$ cat src/bud_pkg.sv
// Shared types and constants for the byte unstuffing deframer.
// No dependencies; every other file imports this package.
package bud_pkg;

  localparam logic [7:0] DELIM_BYTE = 8'h41;
  localparam logic [7:0] ESC_BYTE   = 8'h42;
  localparam logic [7:0] ESC_DELIM  = 8'h43;
  localparam logic [7:0] ESC_ESC    = 8'h44;

  localparam logic [15:0] MAX_FRAME_RESET = 16'd1024;

  typedef enum logic [2:0] {
    KIND_OTHER,
    KIND_DELIM,
    KIND_ESC,
    KIND_ESC_DELIM,
    KIND_ESC_ESC
  } kind_t;

  typedef enum logic [1:0] {
    PH_HUNT,
    PH_FRAME,
    PH_ESCAPE
  } phase_t;

  typedef enum logic [1:0] {
    ST_DATA,
    ST_END,
    ST_BADESC,
    ST_OVERFLOW
  } status_t;

  typedef struct packed {
    logic [7:0] value;
    kind_t      kind;
  } item_t;

  typedef struct packed {
    logic  valid;
    item_t item;
  } item_beat_t;

  function automatic kind_t classify(input logic [7:0] b);
    kind_t k;
    case (b)
      DELIM_BYTE: k = KIND_DELIM;
      ESC_BYTE:   k = KIND_ESC;
      ESC_DELIM:  k = KIND_ESC_DELIM;
      ESC_ESC:    k = KIND_ESC_ESC;
      default:    k = KIND_OTHER;
    endcase
    return k;
  endfunction

endpackage

$ cat src/bud_front.sv
// Input stage: takes line bytes from the slave stream and tags each with its kind.
// Depends on bud_pkg.
module bud_front
  import bud_pkg::*;
(
  input  logic       clk,
  input  logic       rst,
  input  logic       s_tvalid,
  output logic       s_tready,
  input  logic [7:0] s_tdata,     // line_byte
  output item_beat_t push,
  input  logic       push_ready
);

  logic  valid;
  item_t item;

  assign s_tready   = !valid || push_ready;
  assign push.valid = valid;
  assign push.item  = item;

  always_ff @(posedge clk) begin
    if (rst) begin
      valid <= 1'b0;
    end else if (s_tvalid && s_tready) begin
      valid <= 1'b1;
    end else if (push_ready) begin
      valid <= 1'b0;
    end
  end

  always_ff @(posedge clk) begin
    if (s_tvalid && s_tready) begin
      item.value <= s_tdata;
      item.kind  <= classify(s_tdata);
    end
  end

endmodule

$ cat src/bud_queue.sv
// Small FIFO of classified items between the input stage and the decoder.
// Depends on bud_pkg.
module bud_queue
  import bud_pkg::*;
#(
  parameter int DEPTH = 2
) (
  input  logic       clk,
  input  logic       rst,
  input  item_beat_t push,
  output logic       push_ready,
  output item_beat_t pop,
  input  logic       pop_ready
);

  localparam int AW = (DEPTH > 1) ? $clog2(DEPTH) : 1;
  localparam int CW = $clog2(DEPTH + 1);

  item_t         mem [DEPTH];
  logic [AW-1:0] wr_ptr;
  logic [AW-1:0] rd_ptr;
  logic [CW-1:0] count;
  logic          do_wr;
  logic          do_rd;

  assign push_ready = (count != CW'(DEPTH));
  assign pop.valid  = (count != '0);
  assign pop.item   = mem[rd_ptr];
  assign do_wr      = push.valid && push_ready;
  assign do_rd      = pop.valid && pop_ready;

  function automatic logic [AW-1:0] wrap_inc(input logic [AW-1:0] p);
    return (p == AW'(DEPTH - 1)) ? '0 : p + 1'b1;
  endfunction

  always_ff @(posedge clk) begin
    if (rst) begin
      wr_ptr <= '0;
      rd_ptr <= '0;
      count  <= '0;
    end else begin
      if (do_wr) begin
        wr_ptr <= wrap_inc(wr_ptr);
      end
      if (do_rd) begin
        rd_ptr <= wrap_inc(rd_ptr);
      end
      if (do_wr && !do_rd) begin
        count <= count + 1'b1;
      end else if (do_rd && !do_wr) begin
        count <= count - 1'b1;
      end
    end
  end

  always_ff @(posedge clk) begin
    if (do_wr) begin
      mem[wr_ptr] <= push.item;
    end
  end

endmodule

$ cat src/bud_back.sv
// Decoder: runs the hunt/frame/escape state machine and holds the result register.
// Depends on bud_pkg.
module bud_back
  import bud_pkg::*;
(
  input  logic        clk,
  input  logic        rst,
  input  logic [15:0] max_frame_bytes,
  input  item_beat_t  pop,
  output logic        pop_ready,
  output logic        m_tvalid,
  input  logic        m_tready,
  output logic [23:0] m_tdata,    // data_byte [7:0], frame_length [23:8]
  output logic [1:0]  m_tuser     // status
);

  phase_t      phase;
  phase_t      phase_next;
  logic [15:0] count;
  logic [15:0] count_next;

  logic        res_valid;
  status_t     res_status;
  logic [7:0]  res_data;
  logic [15:0] res_len;

  logic        out_valid;
  logic [7:0]  out_data;
  status_t     out_status;
  logic [15:0] out_len;

  logic        take;
  logic        full;

  // An item may leave the queue whenever the result register is free or drains now.
  assign pop_ready = !out_valid || m_tready;
  assign take      = pop.valid && pop_ready;
  assign full      = (count >= max_frame_bytes);

  always_comb begin
    phase_next = phase;
    case (phase)
      PH_FRAME: begin
        case (pop.item.kind)
          KIND_DELIM: phase_next = PH_HUNT;
          KIND_ESC:   phase_next = PH_ESCAPE;
          default:    phase_next = full ? PH_HUNT : PH_FRAME;
        endcase
      end
      PH_ESCAPE: begin
        if (pop.item.kind inside {KIND_ESC_DELIM, KIND_ESC_ESC}) begin
          phase_next = full ? PH_HUNT : PH_FRAME;
        end else begin
          phase_next = PH_HUNT;
        end
      end
      default: begin
        phase_next = (pop.item.kind == KIND_DELIM) ? PH_FRAME : PH_HUNT;
      end
    endcase
  end

  always_comb begin
    res_valid  = 1'b0;
    res_status = ST_DATA;
    res_data   = '0;
    res_len    = '0;
    count_next = count;
    case (phase)
      PH_FRAME: begin
        case (pop.item.kind)
          KIND_DELIM: begin
            res_valid  = 1'b1;
            res_status = ST_END;
            res_len    = count;
            count_next = '0;
          end
          KIND_ESC: begin
            res_valid = 1'b0;
          end
          default: begin
            res_valid = 1'b1;
            if (full) begin
              res_status = ST_OVERFLOW;
              count_next = '0;
            end else begin
              res_data   = pop.item.value;
              count_next = count + 1'b1;
            end
          end
        endcase
      end
      PH_ESCAPE: begin
        res_valid = 1'b1;
        if (pop.item.kind inside {KIND_ESC_DELIM, KIND_ESC_ESC}) begin
          if (full) begin
            res_status = ST_OVERFLOW;
            count_next = '0;
          end else begin
            res_data   = (pop.item.kind == KIND_ESC_DELIM) ? DELIM_BYTE : ESC_BYTE;
            count_next = count + 1'b1;
          end
        end else begin
          res_status = ST_BADESC;
          count_next = '0;
        end
      end
      default: begin
        if (pop.item.kind == KIND_DELIM) begin
          count_next = '0;
        end
      end
    endcase
  end

  always_ff @(posedge clk) begin
    if (rst) begin
      phase     <= PH_HUNT;
      count     <= '0;
      out_valid <= 1'b0;
    end else begin
      if (take) begin
        phase <= phase_next;
        count <= count_next;
      end
      if (take && res_valid) begin
        out_valid <= 1'b1;
      end else if (m_tready) begin
        out_valid <= 1'b0;
      end
    end
  end

  always_ff @(posedge clk) begin
    if (take && res_valid) begin
      out_data   <= res_data;
      out_status <= res_status;
      out_len    <= res_len;
    end
  end

  assign m_tvalid = out_valid;
  assign m_tdata  = {out_len, out_data};
  assign m_tuser  = out_status;

endmodule

$ cat src/byte_unstuffing_deframer.sv
// Byte unstuffing deframer, top level.
// Depends on bud_pkg, bud_front, bud_queue and bud_back.
//
// Line bytes enter on the slave stream (s_tdata = line_byte). Bytes are dropped
// until the delimiter 0x41 opens a frame; inside a frame, 0x42 0x43 decodes to
// 0x41 and 0x42 0x44 decodes to 0x42, all other bytes pass through. Each decoded
// byte leaves on the master stream with status data, the closing delimiter gives
// a frame-end beat carrying the decoded length, a bad escape or a frame longer
// than max_frame_bytes gives an error beat, and the block hunts again.
// m_tuser carries the status, m_tdata carries data_byte and frame_length.
// The limit is written through cfg_we/cfg_wdata; it resets to 1024.
// Throughput is one beat per cycle in each direction while m_tready stays high.
// An accepted byte passes through the input stage register and the queue; the
// decoder works on the queue head in the cycle that loads the result register.
// When the receiver stalls, the result register holds and the queue fills;
// s_tready falls once the queue and the input stage are full. Reset empties
// the pipeline and returns the decoder to hunting.
module byte_unstuffing_deframer
  import bud_pkg::*;
#(
  parameter int QUEUE_DEPTH = 2
) (
  input  logic        clk,
  input  logic        rst,
  input  logic        s_tvalid,
  output logic        s_tready,
  input  logic [7:0]  s_tdata,    // line_byte
  output logic        m_tvalid,
  input  logic        m_tready,
  output logic [23:0] m_tdata,    // data_byte [7:0], frame_length [23:8]
  output logic [1:0]  m_tuser,    // status
  input  logic        cfg_we,
  input  logic [15:0] cfg_wdata   // max_frame_bytes
);

  logic [15:0] max_frame_bytes;
  item_beat_t  push;
  logic        push_ready;
  item_beat_t  pop;
  logic        pop_ready;

  always_ff @(posedge clk) begin
    if (rst) begin
      max_frame_bytes <= MAX_FRAME_RESET;
    end else if (cfg_we) begin
      max_frame_bytes <= cfg_wdata;
    end
  end

  bud_front u_front (
    .clk        (clk),
    .rst        (rst),
    .s_tvalid   (s_tvalid),
    .s_tready   (s_tready),
    .s_tdata    (s_tdata),
    .push       (push),
    .push_ready (push_ready)
  );

  bud_queue #(
    .DEPTH (QUEUE_DEPTH)
  ) u_queue (
    .clk        (clk),
    .rst        (rst),
    .push       (push),
    .push_ready (push_ready),
    .pop        (pop),
    .pop_ready  (pop_ready)
  );

  bud_back u_back (
    .clk             (clk),
    .rst             (rst),
    .max_frame_bytes (max_frame_bytes),
    .pop             (pop),
    .pop_ready       (pop_ready),
    .m_tvalid        (m_tvalid),
    .m_tready        (m_tready),
    .m_tdata         (m_tdata),
    .m_tuser         (m_tuser)
  );

  // Only a frame-end beat carries a length.
  assert property (@(posedge clk) disable iff (rst)
    m_tvalid && (m_tuser != ST_END) |-> (m_tdata[23:8] == 16'd0))
    else $error("frame_length set on a beat that is not a frame end");

  // Only a data beat carries a payload byte.
  assert property (@(posedge clk) disable iff (rst)
    m_tvalid && (m_tuser != ST_DATA) |-> (m_tdata[7:0] == 8'd0))
    else $error("data_byte set on a beat that is not data");

  // Nothing is shown in the cycle after reset.
  assert property (@(posedge clk) rst |=> !m_tvalid)
    else $error("result valid right after reset");

endmodule
$ cat config.mk
export PLATFORM = sky130hd
export DESIGN_NAME = byte_unstuffing_deframer
export DESIGN_NICKNAME = d
export VERILOG_FILES = /design/src/bud_pkg.sv /design/src/bud_front.sv /design/src/bud_queue.sv /design/src/bud_back.sv /design/src/byte_unstuffing_deframer.sv
export SDC_FILE = /design/constraint.sdc
export NUM_CORES = 1
export LEC_CHECK = 0
export ABC_AREA = 1
export BUFFER_PORTS_ARGS = -buffer_cell sky130_fd_sc_hd__buf_2
export CORE_MARGIN = 3
export CORE_UTILIZATION = 60
export CTS_CLUSTER_DIAMETER = 60
export DETAILED_ROUTE_END_ITERATION = 6
export PLACE_DENSITY = 0.9
export SLEW_MARGIN = 20
export SYNTH_ARGS = -nofsm -noshare
export SYNTH_HDL_FRONTEND = slang
export SYNTH_SLANG_ARGS = --single-unit
$ cat constraint.sdc
create_clock -name clk -period 4.35 [get_ports clk]
set_input_delay 0.6525 -clock clk [delete_from_list [all_inputs] [get_ports clk]]
set_output_delay 0.6525 -clock clk [all_outputs]
set_load 0.03 [all_outputs]
==> impl_metrics.csv <==
group,metric,value,unit
cells_and_area,instances_no_fill,655,
worst_setup_path,crit_family,"compound AO/OA/AOI/OAI gates",
yosys,synth_seq_cells,100,
worst_setup_path,end_kind,"register",
grt,grt_max_degree,30,
yosys,avgSynthCellArea,9.53,sq um
placement,port_buffers,56,
cells_and_area,final.fill_count,573,
grt,overflow,0,
clock_tree,ctsResizeCount,0,
sta,tightestPinTransition,1000,ps
sta,finalClockSkew,11.9,ps
clock_tree,post_cts_buffers,0,
cells_and_area,antenna_cells,0,
routing,wirelength,9.66,mm
grt,antenna_found_initial,0,
die,io_pins,57,
worst_hold_path,hp-class,"primary input to register",
worst_setup_path,start_kind,"register",
clock_tree,cts_buffers,9,
sta,setup_viol,0,
routing,drc_errors,0,
routing,via_count,3623,
yosys,ys_seq_area_share,55.1,%
worst_setup_path,cp.arrival,2930,ps
cells_and_area,nNetsFinal,600,
grt,grt_pass1_vias,3370,
pwr,power.leakage,2.03,nW
sta,slew-limit-headroom,33.3,%
cells_and_area,drive_gt1_share,20.1,%
routing,vias_per_cell,5.53,
sta,slew_viol_final,0,
pwr,combPwrFrac,19.8,%
sta,final_hold_viol_count,0,
placement,hpwl,7.09,mm
yosys,synth_area,4710,sq um
pwr,p_sw_share,32.6,%
grt,grt_util_all_layers,22.8,%
placement,dp.cells,639,
clock_tree,cts_hold_buf,0,
die,die_y,94.6,um
pwr,p_seq_share,52.8,%
status,status,"finished, final reports clean",
placement,place_area,5060,sq um
worst_setup_path,critical_path_buf_inv_count,0,
sta,fmax,0.370,GHz
worst_setup_path,critPathMaxFanout,13,
routing,drt.antenna.violating_nets,0,
die,num_rows,31,
yosys,synth_cells,494,
clock_tree,cts_tree,"done",
job,max_cap_viol_count,0,
pwr,ir_worst_vdd,0.000299,V
clock_tree,htreeDepth,3,
pwr,clkPwrFrac,27.4,%
worst_setup_path,slowest_stage,"a21oi_1",
pwr,p_int,0.00142,W
worst_setup_path,required,4570,ps
worst_setup_path,max_stage_delay,780,ps
yosys,syn_nets,543,
clock_tree,clock-sinks,100,
placement,gp_congestion,0.868,
routing,wire_per_inst,14.7,um
clock_tree,clkTransAtPathRegs,100,ps
worst_setup_path,worstSetupPathType,"register to register",
worst_setup_path,crit_start,"u_back.count[9]$_SDFFE_PP0P_",
die,fp.dieW,94.6,um
worst_setup_path,worstReg2RegStart,"u_back.count[9]$_SDFFE_PP0P_",
sta,post-route-period-util,62.2,%
clock_tree,root_buffer,"clkbuf_8",
clock_tree,clk_latency,380,ps
cells_and_area,fin_area,5260,sq um
routing,drt_iter0_markers,410,
sta,min_period,2710,ps
die,initial_core_util,63.2,%
grt,grt_pass1_wl,15.6,mm
yosys,yosys_warnings,0,
cells_and_area,syn_to_final_growth,11.7,%
routing,dr.pass1.iters,5,
clock_tree,cts.path.max_buffers,2,
die,dieArea,8940,sq um
cells_and_area,final_core_util,70.6,%
sta,rsz0062_at_grt,"no",
yosys,synth_cell_types,37,
worst_hold_path,hold_start,"s_tdata[7]",
worst_setup_path,crit_path_cell_trace,"ha_1 > a21oi_1 > o21ai_0 > nand2_1 > nand2_1 > a21oi_1 > nand3_2 > o21ai_0",
pwr,power_density,400,nW/um^2
sta,tns,0,ps
die,core-area,7450,sq um
pwr,p_sw,0.000686,W
==> cell families after synthesis <==
group / count (synthesis) / share of synthesized area (%)
AND/OR/NAND/NOR: 198 / 21.5
XOR/XNOR: 7 / 1.30
adder cells (fa/ha/maj): 20 / 5.32
buffers and inverters: 84 / 7.10
flip-flops: 100 / 55.1
AO/OA/AOI/OAI: 82 / 9.04
multiplexers: 3 / 0.638
==> sequential cells by signal, indices dropped and copies added, names as in the netlist, named ones only <==
register,cells
max_frame_bytes,16
u_back.count,16
u_back.m_tuser,2
u_back.m_tvalid,1
u_back.out_data,8
u_back.out_len,16
u_back.phase,2
u_front.push,11
u_front.valid,1
u_queue.count,2
u_queue.mem,22
u_queue.rd_ptr,1
u_queue.wr_ptr,1
==> per-layer routing <==
metal  share of wire, %  up-vias  GRT usage (%)
li1                   -     1763              -
met3                7.5       38           5.90
met1                 41     1667           27.7
met4                3.2        0           9.86
met5                  0        -              0
met2                 49      155           38.3
==> layout by cell type, fill, tap and decap left out, drive strengths merged <==
master,n
mux2i,3
o21ai,29
nand3b,1
nand3,16
or2,1
nor3,11
nor4b,1
a21oi,50
clkbuf,9
edfxtp,59
nand4,17
nor4,1
ha,20
dfxtp,41
inv,76
o211ai,1
o21a,1
a21o,1
nor2,46
buf,57
xor2,7
nand2,104
clkinv,4
==> layout make-up <==
type | instances | area, sq um | share of cell area [%]
inverter | 73 | 279 | 5.31
clock buffer | 9 | 124 | 2.36
tap | 99 | 124 | 2.36
multi-input combinational | 310 | 1780 | 33.9
timing repair buffer | 57 | 288 | 5.47
sequential | 100 | 2590 | 49.3
clock inverter | 7 | 68.8 | 1.31
==> synthesized netlist by cell type <==
| cell | number | share of area [%] |
|---|---|---|
| nand2_1 | 88 | 7.0 |
| inv_1 | 67 | 5.3 |
| edfxtp_1 | 59 | 38 |
| a21oi_1 | 48 | 5.1 |
| dfxtp_1 | 41 | 17 |
| nor2_1 | 38 | 3.0 |
| o21ai_0 | 29 | 3.1 |
| ha_1 | 20 | 5.3 |
| nand4_1 | 16 | 2.1 |
| nand3_1 | 13 | 1.4 |
| nor3_1 | 10 | 1.1 |
| nand2_4 | 8 | 1.9 |
| clkbuf_1 | 7 | 0.56 |
| nand2_2 | 7 | 0.93 |
| xor2_1 | 7 | 1.3 |
| inv_2 | 5 | 0.40 |
| nor2_2 | 5 | 0.66 |
| mux2i_1 | 3 | 0.64 |
| a21oi_2 | 2 | 0.37 |
| buf_2 | 2 | 0.21 |
| nand3_4 | 2 | 0.74 |
| nor2_4 | 2 | 0.48 |
| a21o_1 | 1 | 0.16 |
| buf_4 | 1 | 0.16 |
| buf_6 | 1 | 0.24 |
| inv_6 | 1 | 0.19 |
| nand2_8 | 1 | 0.43 |
| nand3_2 | 1 | 0.21 |
| nand3b_1 | 1 | 0.16 |
| nand4_2 | 1 | 0.27 |
| nor2_8 | 1 | 0.43 |
| nor3_2 | 1 | 0.21 |
| nor4_1 | 1 | 0.13 |
| nor4b_1 | 1 | 0.19 |
| o211ai_1 | 1 | 0.16 |
| o21a_1 | 1 | 0.16 |
| or2_2 | 1 | 0.13 |
==> worst register-to-register path, cell delays in order, from the launching register on <==
cell     delay [ps]
dfxtp_1         480
ha_1            300
a21oi_1         170
o21ai_0         100
nand2_1          70
nand2_1          80
a21oi_1         780
nand3_2         310
o21ai_0         250
==> through the flow <==
stage,hold slack [ps],setup WS [ps],total power (W)
after floorplan,421,1730,0.00146
after global placement,423,1840,0.00151
after detailed placement,431,1740,0.00154
after CTS,447,1720,0.00210
after global routing,435,1470,0.00220
final,451,1640,0.00210
==> final timing paths <==
path,end,slack [ps],cells past startpoint
max,u_back.out_data[1]$_DFFE_PP_,1640,8
min,u_front.push[10]$_DFFE_PP_,450,1
max reg2reg,u_back.out_data[1]$_DFFE_PP_,1640,8
min reg2reg,u_queue.mem[1][0]$_DFFE_PP_,450,0
==> power by group through the flow <==
stage / clock network (W) / registers [W] / logic, W
after global routing: 0.000620 / 0.00112 / 0.000459
after floorplan: 0 / 0.00111 / 0.000345
after CTS: 0.000581 / 0.00111 / 0.000411
final: 0.000576 / 0.00111 / 0.000416
after global placement: 0 / 0.00113 / 0.000387
after detailed placement: 0 / 0.00113 / 0.000408
No activity file was read; power rests on OpenSTA's default activity.
